<file path="src/rtl/lud_pkg.sv">
`timescale 1ns / 1ps

package lud_pkg;

  localparam int DIM       = 4;
  localparam int FRAC_BITS = 16;
  localparam int NEL       = DIM * DIM;
  localparam int IDX_W     = $clog2(DIM);
  localparam int ADDR_W    = $clog2(NEL);
  localparam int CNT_W     = $clog2(DIM + 1);
  localparam int DATA_W    = 32;
  localparam int ACC_W     = 64;
  localparam int MEM_W     = DATA_W + 1;

  localparam logic signed [DATA_W-1:0] Q_ONE =
    {{(DATA_W-FRAC_BITS-1){1'b0}}, 1'b1, {FRAC_BITS{1'b0}}};
  localparam logic signed [DATA_W-1:0] Q_MAX = {1'b0, {(DATA_W-1){1'b1}}};
  localparam logic signed [DATA_W-1:0] Q_MIN = {1'b1, {(DATA_W-1){1'b0}}};
  localparam logic signed [ACC_W-1:0] Q_MAX_W =
    {{(ACC_W-DATA_W+1){1'b0}}, {(DATA_W-1){1'b1}}};
  localparam logic signed [ACC_W-1:0] Q_MIN_W =
    {{(ACC_W-DATA_W+1){1'b1}}, {(DATA_W-1){1'b0}}};

  // output_select codes, anything else means inverse of A
  localparam logic [2:0] SEL_INV_A = 3'd0;
  localparam logic [2:0] SEL_L     = 3'd1;
  localparam logic [2:0] SEL_U     = 3'd2;
  localparam logic [2:0] SEL_INV_L = 3'd3;
  localparam logic [2:0] SEL_INV_U = 3'd4;

  typedef enum logic [1:0] {
    INIT_ZERO = 2'd0,
    INIT_MEM  = 2'd1,
    INIT_ONE  = 2'd2
  } init_t;

  typedef enum logic [1:0] {
    SRC_WM = 2'd0,
    SRC_UI = 2'd1,
    SRC_LI = 2'd2
  } src_t;

  typedef struct packed {
    logic  valid;
    logic  first;
    logic  sub;
    init_t init;
  } mac_ctl_t;

  typedef struct packed {
    logic                     clip;
    logic signed [DATA_W-1:0] val;
  } satv_t;

  function automatic satv_t sat_q(input logic signed [ACC_W-1:0] v);
    satv_t r;
    if (v > Q_MAX_W) begin
      r.clip = 1'b1;
      r.val  = Q_MAX;
    end else if (v < Q_MIN_W) begin
      r.clip = 1'b1;
      r.val  = Q_MIN;
    end else begin
      r.clip = 1'b0;
      r.val  = v[DATA_W-1:0];
    end
    return r;
  endfunction

  function automatic logic [ADDR_W-1:0] addr_of(input logic [IDX_W-1:0] row,
                                                input logic [IDX_W-1:0] col);
    return ADDR_W'(int'(row) * DIM + int'(col));
  endfunction

endpackage

</file>
<file path="src/rtl/lud_mac.sv">
`timescale 1ns / 1ps

module lud_mac (
  input  logic                             clk,
  input  logic                             rst,
  input  lud_pkg::mac_ctl_t                ctl,
  input  logic signed [lud_pkg::DATA_W-1:0] a_val,
  input  logic                             a_clip,
  input  logic signed [lud_pkg::DATA_W-1:0] b_val,
  output logic signed [lud_pkg::ACC_W-1:0]  acc,
  output logic                             acc_clip,
  output logic                             busy
);
  import lud_pkg::*;

  mac_ctl_t                 p_ctl;
  logic signed [ACC_W-1:0]  prod;
  logic signed [ACC_W-1:0]  init_val;
  logic                     init_clip;
  logic signed [ACC_W-1:0]  term;

  // product stage
  always_ff @(posedge clk) begin
    if (rst) begin
      p_ctl <= '0;
    end else begin
      p_ctl <= ctl;
    end
  end

  always_ff @(posedge clk) begin
    prod <= ACC_W'(a_val) * ACC_W'(b_val);
    case (ctl.init)
      INIT_MEM: init_val <= ACC_W'(a_val);
      INIT_ONE: init_val <= ACC_W'(Q_ONE);
      default:  init_val <= '0;
    endcase
    init_clip <= (ctl.init == INIT_MEM) && a_clip;
  end

  // floor shift, exact for both signs
  assign term = prod >>> FRAC_BITS;

  // accumulate stage
  always_ff @(posedge clk) begin
    if (p_ctl.valid) begin
      if (p_ctl.first) begin
        acc      <= init_val;
        acc_clip <= init_clip;
      end else if (p_ctl.sub) begin
        acc <= acc - term;
      end else begin
        acc <= acc + term;
      end
    end
  end

  assign busy = ctl.valid | p_ctl.valid;

endmodule

</file>
<file path="config.mk">
export PLATFORM = sky130hd
export DESIGN_NAME = lud_mac
export DESIGN_NICKNAME = d
export VERILOG_FILES = /design/src/rtl/lud_pkg.sv /design/src/rtl/lud_mac.sv
export SDC_FILE = /design/constraint.sdc
export NUM_CORES = 2
export LEC_CHECK = 0
export BUFFER_PORTS_ARGS = -buffer_cell sky130_fd_sc_hd__buf_2
export CORE_UTILIZATION = 25
export CTS_BUF_LIST = sky130_fd_sc_hd__clkbuf_8
export DETAILED_ROUTE_END_ITERATION = 8
export GPL_TIMING_DRIVEN = 1
export PLACE_DENSITY = 0.48
export SLEW_MARGIN = 20
export SYNTH_ARGS = -nofsm -noshare
export SYNTH_HDL_FRONTEND = slang
export SYNTH_SLANG_ARGS = --single-unit
</file>
<file path="constraint.sdc">
create_clock -name clk -period 11.7 [get_ports clk]
set_input_delay 1.755 -clock clk [delete_from_list [all_inputs] [get_ports clk]]
set_output_delay 1.755 -clock clk [all_outputs]
set_load 0.02 [all_outputs]
</file>
==> flow_metrics.tcl <==
set metrics [dict create \
    maxCapViolCount 0 \
    dpl_cell_area_um2 47890 \
    slowest_delay_ps 830 \
    run_status "complete, no violations" \
    post-route-min-period_ps 9983 \
    reg2reg_depth 17 \
    synth.top_cells.by_area "fa_1, inv_1, and2_1" \
    worstHoldEndpoint "acc_clip" \
    gp_routability_congestion 0.8981 \
    timing.final.max_slew_violations 0 \
    startpoint_of_the_worst_hold_path "init_clip" \
    initial_utilization 0.2529 \
    layout-area-overhead-vs-synth_pct 7.931 \
    path_delay_family "adder cells" \
    cts-resized-gates 0 \
    clock_latency_ps 520 \
    final_core_utilization 0.2729 \
    synth_cell_type_count 73 \
    critPathMostFrequentCell "fa_1" \
    synthArstFlopShare 0 \
    skew_ps 24.10 \
    startpoint_type "input pin" \
    synth.yosys.warnings 0 \
    cts-buffers-inserted 17 \
    path_max_fanout 33 \
    holdCritPathClass "flop to flop" \
    die_x_um 425.2 \
    critical_path.slowest_cell "fa_1" \
    synth_flop_cell "dfxtp_1" \
    seq_area_frac_synth 0.08115 \
    tritoncts "yes" \
    setup_viol 0 \
    yosys_top_cell_area_share 0.4838 \
    number_of_hold_repair_buffers_added_at_the_cts_stage 0 \
    detail_route.iter0.violations 2001 \
    cts_setup_buffers 0 \
    ys_ff_latch 149 \
    crit_buf_inv 6 \
    synth_common_cells "fa_1, inv_1, nand2_1" \
    ant_nets 0 \
    worstSetupPathType "input pin to flop" \
    clock_tree.root_cell "clkbuf_8" \
    fmax_mhz 100.2 \
    post_synth_instance_area_um2 44770 \
    regToRegEndpoint "acc[63]" \
    fillCellCount 18810 \
    finish.net_count 6167 \
    hpwl_um 117600 \
    mappedNetlistNets 6204 \
    syn_inst 4804 \
    period_share 0.8533 \
    grt_util_all_layers 0.1658 \
    pin_count 138 \
    detail_route.drc_violations 0 \
    floorplan.rows 154 \
    clock_slew_seen_by_the_registers_of_the_worst_setup_and_hold_paths_ps 90 \
    largest_net_degree_at_the_start_of_global_routing 67 \
    synth_most_common_cell "fa_1" \
    place.port_buffers 137 \
    max_slew_margin 0.2014 \
    synth-edff-count 65 \
    regToRegSetupSlack_ps 5800 \
    post_route_standard_cell_area_excluding_fillers_um2 48330 \
    rsz0062_at_grt "false" \
    synth_largest_area_cell "fa_1" \
    vias 32390 \
    min_path_cells 0 \
    syn-mean-instance-area_um2 9.320 \
    routed_via_density 4.546 \
    fp.dieArea_um2 180800 \
    detail_route.first_pass.iterations 7 \
    final-hold-violation-count 0 \
    data_required_time_at_the_worst_endpoint_ps 12070 \
    worstPathCellList "buf_2, nand2_1, inv_1, fa_1, fa_1, fa_1, fa_1, inv_1, fa_1, inv_1, fa_1, inv_1, fa_1, inv_1, fa_1, ha_1, nand4_1, nor3_1, o221ai_1, and3_1, o41ai_1, a221oi_1, xnor2_1" \
    crit_path_end_kind "flop" \
    dieHeight_um 425.2 \
    globalRoute.totalOverflow 0 \
    wire_length_of_the_first_global_routing_pass_um 225600 \
    antenna_found_initial 23 \
    total_number_of_clock_tree_sinks 149 \
    avgRoutedWirePerCell_um 20.68 \
    transition_time_at_the_pin_with_the_least_slew_margin_ps 1168 \
    grt_pass1_vias 35870 \
    arrival_ps 10360 \
    wirelength_um 147400 \
    tns_ps 0 \
    worstReg2RegStart "prod[20]" \
    core_um2 177100 \
    proportion_of_layout_cells_with_a_drive_suffix_above_1 0.05293 \
    buffers_from_clock_root_to_sink_at_most 2 \
    htreeDepth 4 \
]
==> kinds of logic after synthesis <==
| logic type | Yosys count | synth area share |
|---|---|---|
| AOI/OAI and AO/OA | 489 | 0.06819 |
| xor gates and xnor gates | 169 | 0.03323 |
| adders and majority gates | 1328 | 0.5525 |
| buffers and inverters | 1224 | 0.1030 |
| DFF | 149 | 0.08115 |
| muxes | 5 | 0.001146 |
| and+or+nand+nor | 1440 | 0.1608 |
==> worst max path at each step <==
stage / startpoint / cells past startpoint / slack [ps] / end
detailed placement: a_val[31] / 23 / 1110 / prod[63]
CTS: a_val[31] / 23 / 1660 / prod[63]
global route: a_val[31] / 23 / 1220 / prod[63]
global placement: a_val[31] / 23 / 1130 / prod[63]
finish: a_val[31] / 23 / 1720 / prod[63]
floorplan: b_val[2] / 25 / 2470 / prod[63]
==> layout make-up <==
type	count	area, um2	share of cell area
tap	2340	2928	0.06059
clock buffer	17	234.0	0.004842
antenna	5	12.51	0.0002589
inverter	969	3637	0.07527
clock inverter	15	187.7	0.003884
sequential	149	3642	0.07537
multi-input combinational	3431	36530	0.7560
timing repair buffer	199	1151	0.02382
==> through the flow <==
stage / instances / setup WS, ps / hold slack [ps]
after floorplan: 4804 / 2472 / 385.5
after global placement: 7088 / 1131 / 388.0
after detailed placement: 7088 / 1107 / 395.4
after CTS: 7120 / 1664 / 417.6
after global routing: 7125 / 1220 / 427.0
final: 7125 / 1717 / 412.6
==> state kept, by name (all words and copies together) (netlist names) <==
register / cells
acc: 64
prod: 48
init_val: 32
p_ctl: 3
acc_clip: 1
init_clip: 1
==> cell usage in the layout, fill, tap and decap left out, drive strengths merged, types with 121 or more instances in the layout <==
master / instances
fa: 1082
inv: 974
nand2: 596
and2: 551
ha: 246
buf: 199
a21oi: 147
o21ai: 127
xnor2: 122
nor2: 121
==> routing by layer <==
| layer | wire (um) | global-route usage | vias up |
|---|---|---|---|
| met5 | 141 | 0 | - |
| met4 | 3408 | 0.03891 | 24 |
| met3 | 9065 | 0.02662 | 151 |
| met2 | 67420 | 0.2695 | 868 |
| met1 | 67320 | 0.2296 | 17050 |
| li1 | - | - | 14300 |
Power is not shown: default switching activity piles up to over one toggle a cycle in this logic, so the estimate is an artifact.
