File: src/rtl/lud_ram.sv
`timescale 1ns / 1ps

module lud_ram #(
  parameter int WIDTH = 32,
  parameter int DEPTH = 16
) (
  input  logic                     clk,
  input  logic                     we,
  input  logic [$clog2(DEPTH)-1:0] waddr,
  input  logic [WIDTH-1:0]         wdata,
  input  logic [$clog2(DEPTH)-1:0] raddr_a,
  input  logic [$clog2(DEPTH)-1:0] raddr_b,
  output logic [WIDTH-1:0]         rdata_a,
  output logic [WIDTH-1:0]         rdata_b
);

  logic [WIDTH-1:0] mem [DEPTH];

  always_ff @(posedge clk) begin
    if (we) begin
      mem[waddr] <= wdata;
    end
    rdata_a <= mem[raddr_a];
    rdata_b <= mem[raddr_b];
  end

endmodule

File: config.mk
export PLATFORM = sky130hd
export DESIGN_NAME = lud_ram
export DESIGN_NICKNAME = d
export VERILOG_FILES = /design/src/rtl/lud_ram.sv
export SDC_FILE = /design/constraint.sdc
export NUM_CORES = 1
export LEC_CHECK = 0
export ABC_CLOCK_PERIOD_IN_PS = 5200
export BUFFER_PORTS_ARGS = -buffer_cell sky130_fd_sc_hd__buf_4
export CAP_MARGIN = 0
export CELL_PAD_IN_SITES_DETAIL_PLACEMENT = 1
export CELL_PAD_IN_SITES_GLOBAL_PLACEMENT = 2
export CORE_ASPECT_RATIO = 1.1
export CORE_MARGIN = 2
export CORE_UTILIZATION = 40
export CTS_BUF_LIST = sky130_fd_sc_hd__clkbuf_16
export CTS_CLUSTER_DIAMETER = 30
export DETAILED_ROUTE_END_ITERATION = 10
export PLACE_DENSITY = 0.77
export RECOVER_POWER = 50
export SKIP_LAST_GASP = 1
export SLEW_MARGIN = 20
export SYNTH_ARGS = -nofsm -noshare
export SYNTH_HDL_FRONTEND = slang
export SYNTH_SLANG_ARGS = --single-unit
File: constraint.sdc
create_clock -name clk -period 5.2 [get_ports clk]
set_input_delay 1.04 -clock clk [delete_from_list [all_inputs] [get_ports clk]]
set_output_delay 1.04 -clock clk [all_outputs]
set_load 0.03 [all_outputs]
==> metrics.md, run 1 <==
| Metric | Value |
|---|---|
| Slew HR | -20.2% |
| Most used cell, CP | buf_4 |
| # nets final | 1361 |
| Die Width | 238 um |
| Area Overhead vs Synth | 23.5% |
| Status | finished, violations left |
| Synth cell types | 17 |
| Combinational share of power | 6.6% |
| Die Ht | 262 um |
| Setup Fix Bufs, Post-CTS | 0 |
| Crit path DAT | 3.69 ns |
| Type of element capturing the critical path | flop |
| ANT nets after route | 0 |
| Initial Utilization | 40.4% |
| Max cap viols | 3 |
| CTS tree | done |
| Max incr delay on CP | 1.35 ns |
| Cell area after synthesis | 24200 um2 |
| Min cycle time layout | 3.40 ns |
| Port Buffers | 109 |
| Via Count | 13103 |
| CTS Buf Count | 117 |
| Wire length per cell | 29.7 um |
| Yosys warnings | 0 |
| Worst setup SP type | input pin |
| Filler instances | 5308 |
| Synth Net Count | 1187 |
| Seq pwr share | 38.8% |
| PD cells | 454 nW/um2 |
| Switching power | 3.11 mW |
| Global-route wire length before repair | 97100 um |
| RSZ-0062 raised after global routing | false |
| Int Pwr | 10.5 mW |
| Pleak | 9.97 nW |
| Max clock buf depth | 3 |
| Crit-path slowest cell | nor2_1 |
| Share of cells above drive strength 1 | 40.8% |
| Vias in the first global route | 14791 |
| Drt drc | 0 |
| Fin. Hold Viols | 0 |
| Max Clk Rate | 0.294 GHz |
| Post-Route WL | 64900 um |
| Crit path kind | in2reg |
| Finished Core Util | 49.9% |
| Initial antenna violation count | 2 |
| Register area share after synthesis | 68.9% |
| Largest net degree at the start of global routing | 59 |
| Post-Synthesis Cells | 1141 |
| Slew at the pin with the worst max-slew slack | 1.80 ns |
| Die ar. | 62500 um2 |
| Sw Share | 22.9% |
| Critical path fanouts, max | 21 |
| Hpwl dp | 35400 um |
| Initial DRC Count | 1357 |
| Total grt overflow | 0 |
| Post-CTS sizing | 0 |
| Final setup skew | 0.0193 ns |
| Std-Cell Core Area | 59900 um2 |
| Commonest non-fill, non-tap cells in the layout | 512 x edfxtp_1, 256 x mux4_2, 128 x a22oi_1 |
| Row Count | 94 |
| #FFs+latches synth | 576 |
| Overall Global Routing Usage | 21.4% |
| Clock slew at reported path FFs | 0.05 ns |
| Avg Cell Area, Syn | 21.2 um2 |
| Most common library cell in the layout ignoring fill and taps | edfxtp_1 |
| Skew-Pair Late Insertion Delay | 0.65 ns |
| Hold crit path type | reg2reg |
| Root Buffer | clkbuf_16 |
| Pre-Repair DR Iteration Count | 7 |
| Fin crit share | 65.5% |
| Final Wtd Congestion | 0.728 |
| Clock Power Share | 54.7% |
| CTS sink cnt | 576 |
| H-tree depth | 3 |
| Max-slew violation count | 37 |
| CP Data Required Time | 5.49 ns |
| Failing checks | capacitance limit, slew limit |
| Worst vdd ir | 0.000272 V |
| Post-cts hold buffer count | 0 |
| # setup viols final | 0 |
| ANT cells | 0 |
| Critical Path, Cell by Cell | buf_4 -> or3b_2 -> nor2_1 -> buf_4 |
| Setup TNS | 0 ns |
| Vias per cell | 6.00 |
| # IOs | 110 |
routing by layer:
metal  up-vias  GRT usage [%]  share of wire (%)
li1       5373              -                  -
met4         4           7.93                2.5
met2       536           36.4                 51
met3       109           3.50                6.1
met1      7081           28.1                 40
met5         -              0              0.040
sequential cells by signal (all words and copies together), names as in the netlist:
name	cells
rdata_a	32
rdata_b	32
mem	512
Yosys cell counts:
| master | n | area share, % |
|---|---|---|
| a22oi_1 | 128 | 4.0 |
| and2_1 | 2 | 0.052 |
| buf_1 | 13 | 0.20 |
| buf_2 | 16 | 0.33 |
| buf_4 | 18 | 0.56 |
| clkbuf_1 | 39 | 0.61 |
| dfxtp_1 | 64 | 5.3 |
| edfxtp_1 | 512 | 64 |
| mux4_2 | 256 | 24 |
| nand2_1 | 65 | 1.0 |
| nand2b_1 | 2 | 0.052 |
| nand3_1 | 1 | 0.021 |
| nand3b_1 | 2 | 0.062 |
| nor2_1 | 14 | 0.22 |
| nor2b_1 | 4 | 0.10 |
| nor3_1 | 4 | 0.083 |
| or3b_2 | 1 | 0.036 |
logic make-up (layout without fill, tap and decap cells):
| logic type | count (synthesis) | count (layout) | share of synthesized area (%) |
|---|---|---|---|
| DFF | 576 | 576 | 68.9 |
| and+or+nand+nor | 95 | 95 | 1.63 |
| AOI/OAI and AO/OA | 128 | 128 | 3.97 |
| buffers and inverters | 86 | 362 | 1.70 |
| muxes | 256 | 256 | 23.8 |
power groups by stage:
stage | Combinational [mW] | Clock, mW | Sequential (mW)
2_1_floorplan | 0.446 | 0 | 5.44
3_3_place_gp | 0.901 | 0 | 5.33
3_5_place_dp | 0.915 | 0 | 5.34
4_1_cts | 0.919 | 7.52 | 5.26
5_1_grt | 0.952 | 7.74 | 5.27
6_report | 0.892 | 7.42 | 5.26
area by class of cell:
cell class / instances / area (um2) / share of cell area (%)
Clock buffer: 119 / 2980 / 9.97
Clock inverter: 102 / 1000 / 3.35
Multi-Input combinational cell: 479 / 7260 / 24.3
Sequential cell: 576 / 16700 / 55.8
Tap cell: 768 / 961 / 3.22
Timing Repair Buffer: 141 / 1020 / 3.42
worst max-delay path, delay by kind of cell:
family / cells / cell delay [ns]
buffers and inverters: 2 / 0.73
AND/OR/NAND/NOR: 2 / 1.90
per-stage QoR:
step	total power [mW]	setup slack (ns)	instance area [um2]	hold slack (ns)	std cells
global placement	6.23	2.05	26000	0.672	1964
CTS	13.7	2.64	30000	0.652	2185
detailed placement	6.26	1.96	26000	0.691	1964
finish	13.6	1.80	29900	0.699	2185
floorplan	5.88	0.980	24200	0.655	1141
global route	14.0	1.63	29900	0.729	2185
final timing paths:
path	slack [ns]	from	endpoint	cells past startpoint
worst max-delay path	1.80	waddr[2]	mem[2][23]$_DFFE_PP_	4
worst min-delay path	0.70	mem[14][21]$_DFFE_PP_	rdata_a[21]$_DFF_P_	3
worst max register to register	3.76	mem[11][22]$_DFFE_PP_	rdata_a[22]$_DFF_P_	3
worst min register to register	0.70	mem[14][21]$_DFFE_PP_	rdata_a[21]$_DFF_P_	3
No activity file was read; power rests on OpenSTA's default activity.
==> run 2: changes to the inputs <==
Settings changed: ABC_CLOCK_PERIOD_IN_PS 5200 to 2900, PLACE_DENSITY 0.77 to 0.8.
Clock period 5.2 ns to 2.9 ns, I/O delays scaled along.
==> run 2 against run 1 <==
  * The flow now finishes without violations
  * Flip-flop and latch count stayed put
  * Cell area grew 2.5%
  * Wire length grew 8.0%
  * Cell count rose by 1.5%
  * Critical path depth unchanged
  * Register-to-register slack got worse by 2.4 ns
  * Non-clock buffer count is 43 higher
  * Sequential share of layout area decreased by 1.3 points
  * Critical endpoint is now mem[7][27]$_DFFE_PP_
==> metrics.md, run 2 (same netlist as run 1, synthesis figures left out) <==
| Metric | Value |
|---|---|
| Max Clk Rate | 0.481 GHz |
| CTS Buf Count | 112 (-4.3%) |
| Pre-Repair DR Iteration Count | 5 (-2) |
| Type of element capturing the critical path | flop |
| Vias in the first global route | 15274 (+3.3%) |
| Root Buffer | clkbuf_16 |
| Total grt overflow | 0 (unchanged) |
| Filler instances | 5298 (-0.19%) |
| Top reg by flops | mem |
| Area Overhead vs Synth | 26.6% |
| CTS sink cnt | 576 (unchanged) |
| Vias per cell | 6.21 (+3.6%) |
| Max cap viols | 0 (-3) |
| Skew-Pair Late Insertion Delay | 0.66 ns (about the same) |
| Initial Utilization | 40.4% (unchanged) |
| Worst setup SP type | input pin |
| Status | finished, final reports clean |
| Commonest non-fill, non-tap cells in the layout | 512 x edfxtp_1, 256 x mux4_2, 128 x a22oi_1 |
| Clock slew at reported path FFs | 0.05 ns (about the same) |
| # IOs | 110 (unchanged) |
| # setup viols final | 0 (unchanged) |
| Crit path kind | in2reg |
| Critical path fanouts, max | 15 (-29%) |
| Drt drc | 0 (unchanged) |
| Fin. Hold Viols | 0 (unchanged) |
| Global-route wire length before repair | 103000 um (+6.3%) |
| Wire length per cell | 31.6 um (+6.4%) |
| ANT cells | 0 (unchanged) |
| Min cycle time layout | 2.08 ns |
| H-tree depth | 3 (unchanged) |
| Overall Global Routing Usage | 23.0% (+1.5 points) |
| Setup Fix Bufs, Post-CTS | 0 (unchanged) |
| RSZ-0062 raised after global routing | false |
| CP Data Required Time | 3.12 ns (-2.37 ns) |
| Post-CTS sizing | 0 (unchanged) |
| Die ar. | 62500 um2 (unchanged) |
| Post-Route WL | 70100 um (+8.0%) |
| CTS tree | done |
| ANT nets after route | 0 (unchanged) |
| Largest regs | mem (512), rdata_a (32), rdata_b (32) |
| Row Count | 94 (unchanged) |
| Worst vdd ir | 0.000737 V (+170%) |
| Die Width | 238 um (unchanged) |
| Max clock buf depth | 3 (unchanged) |
| Post-cts hold buffer count | 0 (unchanged) |
| Most common library cell in the layout ignoring fill and taps | edfxtp_1 |
| Slew HR | 7.31% (+27 points) |
| # nets final | 1399 (+2.8%) |
| Max-slew violation count | 0 (-100%) |
| Hpwl dp | 38400 um (+8.5%) |
| Final Cell Area | 30600 um2 (+2.5%) |
| Crit path DAT | 2.30 ns (-1.39 ns) |
| PD cells | 826 nW/um2 (+82%) |
| Share of cells above drive strength 1 | 42.3% (+1.5 points) |
| Setup TNS | 0 ns (unchanged) |
| Slew at the pin with the worst max-slew slack | 1.39 ns (-0.405 ns) |
| Final Wtd Congestion | 0.740 (+1.6%) |
| Fin crit share | 71.7% |
| Port Buffers | 109 (unchanged) |
| Die Ht | 262 um (unchanged) |
| Initial DRC Count | 1565 (+15%) |
| Largest net degree at the start of global routing | 58 (-1.7%) |
| Max FFs per register | 512 (unchanged) |
| Pleak | 10.3 nW (+2.9%) |
| Via Count | 13776 (+5.1%) |
| Area after DPL | 26600 um2 (+2.2%) |
| Std-Cell Core Area | 59900 um2 (unchanged) |
| Initial antenna violation count | 3 (+1) |
| Final setup skew | 0.0456 ns (+0.0263 ns) |
| Hold crit path type | in2reg |
[run 2: changes by cell type in the layout (fill, tap and decap cells not counted), moves of 4 or more]
| cell | delta |
|---|---|
| clkinv_2 | -9 |
| clkbuf_16 | -6 |
| clkinvlp_4 | +7 |
| buf_12 | +18 |
| buf_4 | +15 |
| clkbuf_1 | +10 |
| clkinv_1 | -6 |
| nor3_2 | -4 |
| inv_1 | -4 |
| bufinv_16 | +13 |
[run 2: stage by stage]
step / cells / hold WS [ns] / setup slack (ns) / power [mW] / util [%]
floorplan: 1141 / 0.655 / 0.0120 / 10.5 / -
CTS: 2218 / 0.186 / 1.03 / 25.5 / 51.4
finish: 2218 / 0.421 / 0.821 / 25.3 / 51.1
global route: 2218 / 0.426 / 0.738 / 25.9 / 51.1
global placement: 2007 / 0.672 / 0.620 / 11.2 / 44.5
detailed placement: 2007 / 0.685 / 0.613 / 11.3 / 44.5
[run 2: cell type report]
cell class / instances / area (um2) / area share, %
multi-input cells: 479 / 7290 / 23.8
repair buffers: 184 / 1530 / 5.01
well taps: 768 / 961 / 3.14
clock inverters: 98 / 1340 / 4.39
clock buffers: 113 / 2830 / 9.24
flip-flops and latches: 576 / 16700 / 54.4
[run 2: critical path, cell delays in order]
cell and delay, ns:
clkbuf_1 0.11, nand3b_1 0.38, nor2_4 0.19, clkbuf_1 1.02
[run 2: worst paths after layout]
path	startpoint	endpoint	slack [ns]	cells after the start
worst max-delay path	waddr[3]	mem[7][27]$_DFFE_PP_	0.82	4
worst min-delay path	raddr_b[1]	rdata_b[11]$_DFF_P_	0.42	4
worst max register to register	mem[3][15]$_DFFE_PP_	rdata_a[15]$_DFF_P_	1.32	3
worst min register to register	mem[15][26]$_DFFE_PP_	rdata_a[26]$_DFF_P_	0.68	3
[run 2: layer usage]
layer  wire length, um  part of all wire, %  track usage (%)
met4              2640                  3.8             9.77
met2             35100                   50             38.3
met1             27300                   39             29.7
met5                24                0.034                0
met3              5110                  7.3             4.46
[run 2: report_power, final]
| group | internal (mW) | total, mW | switching [mW] |
|---|---|---|---|
| clock network | 9.62 | 14.2 | 4.55 |
| registers | 9.31 | 9.43 | 0.119 |
| logic | 0.711 | 1.70 | 0.992 |
