==> config.mk <==
export PLATFORM = sky130hd
export DESIGN_NAME = lud_div
export DESIGN_NICKNAME = d
export VERILOG_FILES = /design/src/rtl/lud_pkg.sv /design/src/rtl/lud_div.sv
export SDC_FILE = /design/constraint.sdc
export NUM_CORES = 1
export LEC_CHECK = 0
export BUFFER_PORTS_ARGS = -buffer_cell sky130_fd_sc_hd__buf_2
export CAP_MARGIN = 30
export CORE_MARGIN = 2
export CORE_UTILIZATION = 59
export CTS_CLUSTER_DIAMETER = 100
export DETAILED_ROUTE_END_ITERATION = 8
export PLACE_DENSITY = 0.82
export SLEW_MARGIN = 20
export SYNTH_ARGS = -nofsm -noshare
export SYNTH_HDL_FRONTEND = slang
export SYNTH_SLANG_ARGS = --single-unit
==> constraint.sdc <==
create_clock -name clk -period 4.9 [get_ports clk]
set_clock_uncertainty 0.2 [all_clocks]
set_input_delay 0.49 -clock clk [delete_from_list [all_inputs] [get_ports clk]]
set_output_delay 0.49 -clock clk [all_outputs]
set_load 0.1 [all_outputs]
==> src/rtl/lud_pkg.sv <==
`timescale 1ns / 1ps

package lud_pkg;

  localparam int DIM       = 4;
  localparam int FRAC_BITS = 16;
  localparam int NEL       = DIM * DIM;
  localparam int IDX_W     = $clog2(DIM);
  localparam int ADDR_W    = $clog2(NEL);
  localparam int CNT_W     = $clog2(DIM + 1);
  localparam int DATA_W    = 32;
  localparam int ACC_W     = 64;
  localparam int MEM_W     = DATA_W + 1;

  localparam logic signed [DATA_W-1:0] Q_ONE =
    {{(DATA_W-FRAC_BITS-1){1'b0}}, 1'b1, {FRAC_BITS{1'b0}}};
  localparam logic signed [DATA_W-1:0] Q_MAX = {1'b0, {(DATA_W-1){1'b1}}};
  localparam logic signed [DATA_W-1:0] Q_MIN = {1'b1, {(DATA_W-1){1'b0}}};
  localparam logic signed [ACC_W-1:0] Q_MAX_W =
    {{(ACC_W-DATA_W+1){1'b0}}, {(DATA_W-1){1'b1}}};
  localparam logic signed [ACC_W-1:0] Q_MIN_W =
    {{(ACC_W-DATA_W+1){1'b1}}, {(DATA_W-1){1'b0}}};

  // output_select codes, anything else means inverse of A
  localparam logic [2:0] SEL_INV_A = 3'd0;
  localparam logic [2:0] SEL_L     = 3'd1;
  localparam logic [2:0] SEL_U     = 3'd2;
  localparam logic [2:0] SEL_INV_L = 3'd3;
  localparam logic [2:0] SEL_INV_U = 3'd4;

  typedef enum logic [1:0] {
    INIT_ZERO = 2'd0,
    INIT_MEM  = 2'd1,
    INIT_ONE  = 2'd2
  } init_t;

  typedef enum logic [1:0] {
    SRC_WM = 2'd0,
    SRC_UI = 2'd1,
    SRC_LI = 2'd2
  } src_t;

  typedef struct packed {
    logic  valid;
    logic  first;
    logic  sub;
    init_t init;
  } mac_ctl_t;

  typedef struct packed {
    logic                     clip;
    logic signed [DATA_W-1:0] val;
  } satv_t;

  function automatic satv_t sat_q(input logic signed [ACC_W-1:0] v);
    satv_t r;
    if (v > Q_MAX_W) begin
      r.clip = 1'b1;
      r.val  = Q_MAX;
    end else if (v < Q_MIN_W) begin
      r.clip = 1'b1;
      r.val  = Q_MIN;
    end else begin
      r.clip = 1'b0;
      r.val  = v[DATA_W-1:0];
    end
    return r;
  endfunction

  function automatic logic [ADDR_W-1:0] addr_of(input logic [IDX_W-1:0] row,
                                                input logic [IDX_W-1:0] col);
    return ADDR_W'(int'(row) * DIM + int'(col));
  endfunction

endpackage

==> src/rtl/lud_div.sv <==
`timescale 1ns / 1ps

module lud_div (
  input  logic                             clk,
  input  logic                             rst,
  input  logic                             start,
  input  logic signed [lud_pkg::ACC_W-1:0]  num,
  input  logic signed [lud_pkg::DATA_W-1:0] den,
  output logic                             busy,
  output lud_pkg::satv_t                   quot
);
  import lud_pkg::*;

  localparam int QW     = DATA_W + FRAC_BITS;
  localparam int STEP_W = $clog2(QW + 1);
  localparam logic [QW-1:0] MAG_POS = {{(QW-DATA_W+1){1'b0}}, {(DATA_W-1){1'b1}}};
  localparam logic [QW-1:0] MAG_NEG = {{(QW-DATA_W){1'b0}}, 1'b1, {(DATA_W-1){1'b0}}};

  logic [QW-1:0]     dvd;
  logic [DATA_W-1:0] rem;
  logic [DATA_W-1:0] dmag;
  logic              neg;
  logic              clip_in;
  logic [STEP_W-1:0] steps;
  satv_t             ns;
  logic [DATA_W-1:0] nmag;
  logic [DATA_W:0]   rem_sh;
  logic              ge;

  assign ns     = sat_q(num);
  assign nmag   = ns.val[DATA_W-1] ? DATA_W'(-ns.val) : DATA_W'(ns.val);
  assign rem_sh = {rem, dvd[QW-1]};
  assign ge     = rem_sh >= {1'b0, dmag};

  always_ff @(posedge clk) begin
    if (rst) begin
      busy  <= 1'b0;
      steps <= '0;
    end else if (start) begin
      busy  <= 1'b1;
      steps <= STEP_W'(QW);
    end else if (busy) begin
      steps <= steps - STEP_W'(1);
      if (steps == STEP_W'(1)) begin
        busy <= 1'b0;
      end
    end
  end

  // restoring division on magnitudes, one quotient bit a cycle
  always_ff @(posedge clk) begin
    if (start) begin
      dvd     <= {nmag, {FRAC_BITS{1'b0}}};
      rem     <= '0;
      dmag    <= den[DATA_W-1] ? DATA_W'(-den) : DATA_W'(den);
      neg     <= ns.val[DATA_W-1] ^ den[DATA_W-1];
      clip_in <= ns.clip;
    end else if (busy) begin
      rem <= DATA_W'(ge ? (rem_sh - {1'b0, dmag}) : rem_sh);
      dvd <= {dvd[QW-2:0], ge};
    end
  end

  always_comb begin
    quot.clip = clip_in;
    if (neg) begin
      if (dvd > MAG_NEG) begin
        quot.clip = 1'b1;
        quot.val  = Q_MIN;
      end else begin
        quot.val = -$signed(dvd[DATA_W-1:0]);
      end
    end else begin
      if (dvd > MAG_POS) begin
        quot.clip = 1'b1;
        quot.val  = Q_MAX;
      end else begin
        quot.val = $signed(dvd[DATA_W-1:0]);
      end
    end
  end

endmodule

==> results of run 1 <==
worst max-delay path by stage:
stage | end | slack [ns] | depth (start not counted)
2_1_floorplan | quot[13] | -0.75 | 10
6_report | quot[18] | 0.07 | 9
4_1_cts | quot[7] | 0.07 | 9
3_5_place_dp | quot[7] | 0.50 | 9
5_1_grt | quot[20] | -0.05 | 9
3_3_place_gp | quot[7] | 0.55 | 9
synthesized netlist by cell type, types with 10 or more instances:
master,count
nand4_1,10
a31oi_1,14
a21oi_1,65
nand2_1,147
dfxtp_1,55
o311ai_0,17
clkbuf_1,57
nor3_1,34
o31ai_1,16
xor2_1,20
o21ai_0,81
a22o_1,11
mux2i_1,26
xnor2_1,46
o211ai_1,10
o311ai_1,19
nor2_1,113
edfxtp_1,66
a21o_1,17
inv_1,65
nand2b_1,14
ha_1,37
nand3_1,34
or3_1,27
nor4_1,21
area by class of cell:
type	count	area, um^2	share of cell area (%)
Clock buffer	20	446.7	4.075
Sequential cell	121	3084	28.14
Clock inverter	12	173.9	1.587
Inverter	66	249.0	2.272
Timing Repair Buffer	147	890.9	8.128
Multi-Input combinational cell	915	5846	53.33
Tap cell	216	270.3	2.466
what timing repair did:
| action | in CTS | in global routing |
|---|---|---|
| resized for setup | 0 | 14 |
| buffers inserted | 0 | 0 |
| endpoints found under the setup margin | 0 | 14 |
registers in the layout (all words and copies together) (netlist names):
name / cells
neg: 1
clip_in: 1
rem: 32
dmag: 32
steps: 6
busy: 1
dvd: 48
placed cells by master (no fill, tap or decap), drive strengths merged, types with 10 or more instances in the layout:
master and instances:
dfxtp 55, edfxtp 66, xor2 20, buf 135
a22o 11, o211ai 10, o311ai 36, o21ai 82
ha 37, nor3 35, mux2i 26, nand4 10
or4 12, a21o 17, nand2b 14, or3 29
inv 65, xnor2 46, a21oi 65, clkbuf 32
nand3 35, nand2 148, a31oi 14, o31ai 17
nor4 22, nor2 113
power by group through the flow:
stage / clock network [mW] / logic (mW) / registers, mW
after global routing: 1.36 / 0.953 / 1.22
after floorplan: 0 / 0.655 / 1.21
after global placement: 0 / 0.839 / 1.23
after detailed placement: 0 / 0.861 / 1.23
final: 1.31 / 0.880 / 1.21
after CTS: 1.32 / 0.867 / 1.21
stage by stage:
| stage | cell area [um^2] | util (%) | setup slack [ns] | total power [mW] |
|---|---|---|---|---|
| floorplan | 9399 | - | -0.7547 | 1.870 |
| global placement | 10240 | 65.17 | 0.5550 | 2.068 |
| detailed placement | 10290 | 65.52 | 0.5012 | 2.092 |
| CTS | 10920 | 69.47 | 0.06517 | 3.399 |
| global route | 10960 | 69.76 | -0.05097 | 3.536 |
| finish | 10960 | 69.76 | 0.07390 | 3.406 |
per-layer routing:
metal,wire length [um],global-route usage (%)
met1,10160,37.59
met2,11730,47.67
met3,1494,4.141
met4,534,10.06
met5,0,0
cell families after synthesis:
logic type,after synthesis
buf+inv,130
simple gates,457
xor+xnor,66
mux,28
flops,121
compound gates,326
fa+ha+maj,38
==> flow_summary_export.csv, run 1 <==
group,metric,value,unit
timing,slew_violations,0,
layout,final_net_count,1405,
global_routing,grt_antenna_before_repair,0,
timing,worst_pin_slew,0.7721,ns
placement,io_buffers,132,
floorplanning,core,15710,um^2
clock_tree,clockBufferDepth,2,
hold_path,hold_path_class,"in2reg",
synthesis,synth_fa_ha_area_share,5.165,%
drt,first_iter_violations,739,
synthesis,synth-edff-count,66,
clock_tree,cts.htree.levels,4,
critical_path,required,4.21,ns
timing,grt_setup_unrepaired,"yes",
synthesis,netlist_area,9350,um^2
critical_path,cpPeakStageDelay,0.56,ns
power,sequentialPowerShare,35.6,%
critical_path,r2r-start,"dmag[18]",
critical_path,cpMaxStageDelayCell,"or4b_4",
hold_path,hold_depth,1,
power,ir_drop,261.8,uV
drt,drc,0,
global_routing,grt_pass1_vias,8260,
critical_path,critPathKind,"reg2out",
synthesis,yosysTopAreaCell,"edfxtp_1",
global_routing,grt_pass1_wl,39110,um
drt,routed_wl,23920,um
timing,fin_crit_sh,98.49,%
clock_tree,clockRootBuffer,"clkbuf_16",
synthesis,synth_top_area_share,21.20,%
critical_path,regToRegSetupSlack,0.98,ns
global_routing,grt.total_usage,28.39,%
layout,fill_cells,1245,
critical_path,r2r_cells,11,
critical_path,endpoint_kind,"output pin",
timing,timing.setup.tns,0,ns
placement,routabilityCongestion,0.8874,
critical_path,reg2reg_to,"rem[16]",
synthesis,yosys.area_share.simple,23.75,%
power,p_leak,4.339,nW
synthesis,synth_seq_cells,121,
power,pwr-share-comb,25.9,%
layout,stdcell_count,1497,
outcome,outcome,"finished, final reports clean",
hold_path,min-delay-start,"den[0]",
drt,num_vias,9254,
drt,vias_per_cell,6.182,
critical_path,path_buf_inv,2,
critical_path,crit_chain,"or4_4 > or4b_4 > nor4_4 > nand3_2 > o31a_1 > clkinv_2 > nand2_2 > o311ai_2 > buf_2",
clock_tree,path_clk_slew,0.05,ns
layout,layout-drive-gt1-share,16.78,%
drt,drtAntennaViolNets,0,
floorplanning,dieArea,16870,um^2
floorplanning,placement_rows,46,
hold_path,whs_endpoint,"dmag[0]",
power,power_switching,1.105,mW
synthesis,synth_compound_area_share,23.50,%
power,switching_share,32.45,%
floorplanning,die_w,129.9,um
timing,timing.fmax,207.2,MHz
floorplanning,initial_core_util,59.51,%
timing,post-route-min-period,4.826,ns
drt,wire_per_inst,15.98,um
synthesis,async_flop_share,0,%
synthesis,ys_seq_area_share,32.97,%
floorplanning,ioPinCount,133,
synthesis,syn_inst,1166,
clock_tree,clock_latency,0.42,ns
clock_tree,cts_tree,"yes",
timing,final_hold_viol_count,0,
power,clkPwrFrac,38.5,%
synthesis,synth_flop_cell,"edfxtp_1",
power,powerDensity,310.7,nW/um^2
synthesis,synth_cell_types,76,
critical_path,crit_start,"dvd[17]",
clock_tree,ctsHoldBuffers,0,
critical_path,cp_max_fo,22,
clock_tree,numClockSinks,121,
timing,whs,0.1043,ns
synthesis,synth_nets,1303,
placement,dp.cells,1465,
synthesis,synth_xor_area_share,6.182,%
synthesis,synth_area_leaders,"edfxtp_1 21%, dfxtp_1 12%, nand2_1 5.9%",
critical_path,critPathTopFamily,"simple AND/OR/NAND/NOR gates",
synthesis,syn_avg_cell_area,8.019,um^2
power,p_int,2.301,mW
placement,place_hpwl,16880,um
synthesis,synthMuxAreaShare,3.024,%
timing,setup_violations,0,
floorplanning,die_height,129.9,um
synthesis,ys_warn_count,0,
drt,drt_pass1_iterations,6,
timing,slew-limit-headroom,48.53,%
critical_path,start_kind,"register",
clock_tree,cts_made_buffers,17,
job,cap_violations,0,
layout,synthToLayoutAreaGrowth,17.22,%
global_routing,grt_start_max_net_pins,58,
critical_path,cp.arrival,4.14,ns
synthesis,synth_top_family_by_area,"simple AND/OR/NAND/NOR gates",
layout,n_antenna_cell,0,
global_routing,grt.overflow.total,0,
Note: power is estimated with default switching activity, not from simulation.
==> run 2, diff against run 1 <==
- REMOVE_ABC_BUFFERS: not set -> 1
==> run 2 against run 1 <==
  * First-iteration DRC count up 9.1%
  * Critical endpoint is now quot[29]
  * Power down 2.3%
  * Non-clock buffer count did not move
  * Sequential power hardly changed
  * Via count grew 0.57%
  * Setup slack improved by 0.036 ns
  * Largest power group unchanged
  * Sequential cell count stayed put
  * Final area down 1.2%
  * Sequential share of layout area rose by 0.34 points
==> flow_summary_export.csv, run 2 (synthesis results as in run 1) <==
group,metric,value,unit
power,powerDensity,307.2,nW/um^2
power,switching_share,34.04,%
critical_path,cpMaxStageDelayCell,"or4_4",
layout,top_regs,"dvd (48), dmag (32), rem (32)",
power,p_leak,4.304,nW
placement,io_buffers,132,
clock_tree,numClockSinks,121,
timing,slew-limit-headroom,42.79,%
timing,grt_setup_unrepaired,"yes",
clock_tree,clock_latency,0.43,ns
layout,largest_reg_flops,48,
power,power_switching,1.132,mW
critical_path,critPathKind,"reg2out",
hold_path,hold_path_class,"in2reg",
drt,drc,0,
floorplanning,ioPinCount,133,
layout,fill_cells,1309,
power,ir_drop,269.5,uV
floorplanning,initial_core_util,59.51,%
power,pwr-share-comb,26.4,%
timing,slew_violations,0,
layout,final_common_cell,"nand2_1",
clock_tree,cts_made_buffers,17,
clock_tree,ctsHoldBuffers,0,
floorplanning,die_height,129.9,um
timing,worst_slack,0.1103,ns
timing,final_hold_viol_count,0,
critical_path,cp_common_cell,"or4_4",
floorplanning,core,15710,um^2
global_routing,grt_antenna_before_repair,0,
drt,num_vias,9307,
clock_tree,cts.htree.levels,4,
floorplanning,placement_rows,46,
timing,fin_crit_sh,97.75,%
clock_tree,clockRootBuffer,"clkbuf_16",
placement,routabilityCongestion,0.9071,
placement,pre_cts_slack,0.4801,ns
global_routing,grt_start_max_net_pins,54,
critical_path,required,4.21,ns
global_routing,grt_pass1_wl,39850,um
drt,wire_per_inst,16.37,um
placement,dpl_cell_area,10220,um^2
critical_path,cpPeakStageDelay,0.55,ns
global_routing,grt.total_usage,29.23,%
floorplanning,dieArea,16870,um^2
layout,final_cell_mix,"147 x nand2_1, 113 x nor2_1, 111 x buf_2, 81 x o21ai_0, 66 x edfxtp_1",
global_routing,grt_pass1_vias,8420,
timing,setup_violations,0,
layout,design_area,10830,um^2
critical_path,crit_chain,"or4_4 > or4_4 > or3_4 > or4_4 > or3_4 > nor3_4 > o21ai_0 > a21oi_1 > buf_2",
timing,whs,0.08806,ns
critical_path,path_buf_inv,1,
power,fin_total_pwr,3.326,mW
timing,timing.fmax,208.8,MHz
critical_path,critPathTopFamily,"simple AND/OR/NAND/NOR gates",
layout,n_antenna_cell,0,
layout,layout-drive-gt1-share,16.08,%
floorplanning,die_w,129.9,um
clock_tree,post_cts_buffers,0,
layout,final_net_count,1405,
power,clkPwrFrac,37.1,%
timing,post-route-min-period,4.790,ns
critical_path,start_kind,"register",
clock_tree,cts_resized,0,
drt,first_iter_violations,806,
power,sequentialPowerShare,36.5,%
clock_tree,clockBufferDepth,2,
timing,worst_pin_slew,0.8581,ns
drt,drtAntennaViolNets,0,
drt,routed_wl,24500,um
layout,top_register,"dvd",
clock_tree,path_clk_slew,0.06,ns
outcome,outcome,"finished, final reports clean",
critical_path,cp.arrival,4.10,ns
placement,place_hpwl,17090,um
power,p_int,2.194,mW
timing,timing.setup.tns,0,ns
clock_tree,cts_tree,"yes",
layout,synthToLayoutAreaGrowth,15.80,%
global_routing,grt.overflow.total,0,
critical_path,endpoint_kind,"output pin",
drt,vias_per_cell,6.217,
critical_path,cp_max_fo,8,
drt,drt_pass1_iterations,5,
job,cap_violations,0,
run 2: cell count changes in the layout (fill, tap and decap cells not counted), sizes merged:
cell      before  now
clkinv         6    8
bufinv         4    2
inv           65   66
clkinvlp       3    2
run 2: power groups by stage:
stage / clock, mW / combinational (mW) / sequential (mW)
2_1_floorplan: 0 / 0.616 / 1.23
3_3_place_gp: 0 / 0.843 / 1.23
3_5_place_dp: 0 / 0.857 / 1.23
4_1_cts: 1.24 / 0.863 / 1.21
5_1_grt: 1.28 / 0.948 / 1.22
6_report: 1.23 / 0.878 / 1.21
run 2: per-layer routing:
layer,track usage (%),vias up,part of all wire [%]
met2,47.95,344,47
li1,-,4527,-
met3,5.617,58,6.2
met4,10.69,0,2.8
met5,0,-,0
met1,38.68,4378,43
run 2: worst paths after layout:
| kind | from | endpoint | slack, ns | cells after the start |
|---|---|---|---|---|
| worst max register to register | dmag[1] | rem[13] | 1.02 | 12 |
| worst max-delay path | dvd[7] | quot[29] | 0.11 | 9 |
| worst min register to register | rem[31] | rem[31] | 0.26 | 2 |
| worst min-delay path | den[0] | dmag[0] | 0.09 | 1 |
run 2: cell type report:
cell class	instances	area, um^2	area share (%)
repair buffers	147	875.8	8.089
inverters	66	249.0	2.300
multi-input cells	915	5777	53.35
clock inverters	12	125.1	1.156
flip-flops and latches	121	3084	28.48
well taps	216	270.3	2.496
clock buffers	20	446.7	4.125
run 2: worst reg2reg max path: cells and delay by family (launching register included):
kind / cells / cell delay, ns
AOI/OAI and AO/OA: 7 / 2.21
adders and majority gates: 1 / 0.23
buffers and inverters: 2 / 0.47
DFF: 1 / 0.41
and+or+nand+nor: 2 / 0.25
run 2: per-stage QoR:
step           instances  util (%)
6_report            1497     68.91
5_1_grt             1497     68.91
4_1_cts             1497     68.66
3_5_place_dp        1465     65.02
3_3_place_gp        1465     65.02
2_1_floorplan       1102         -
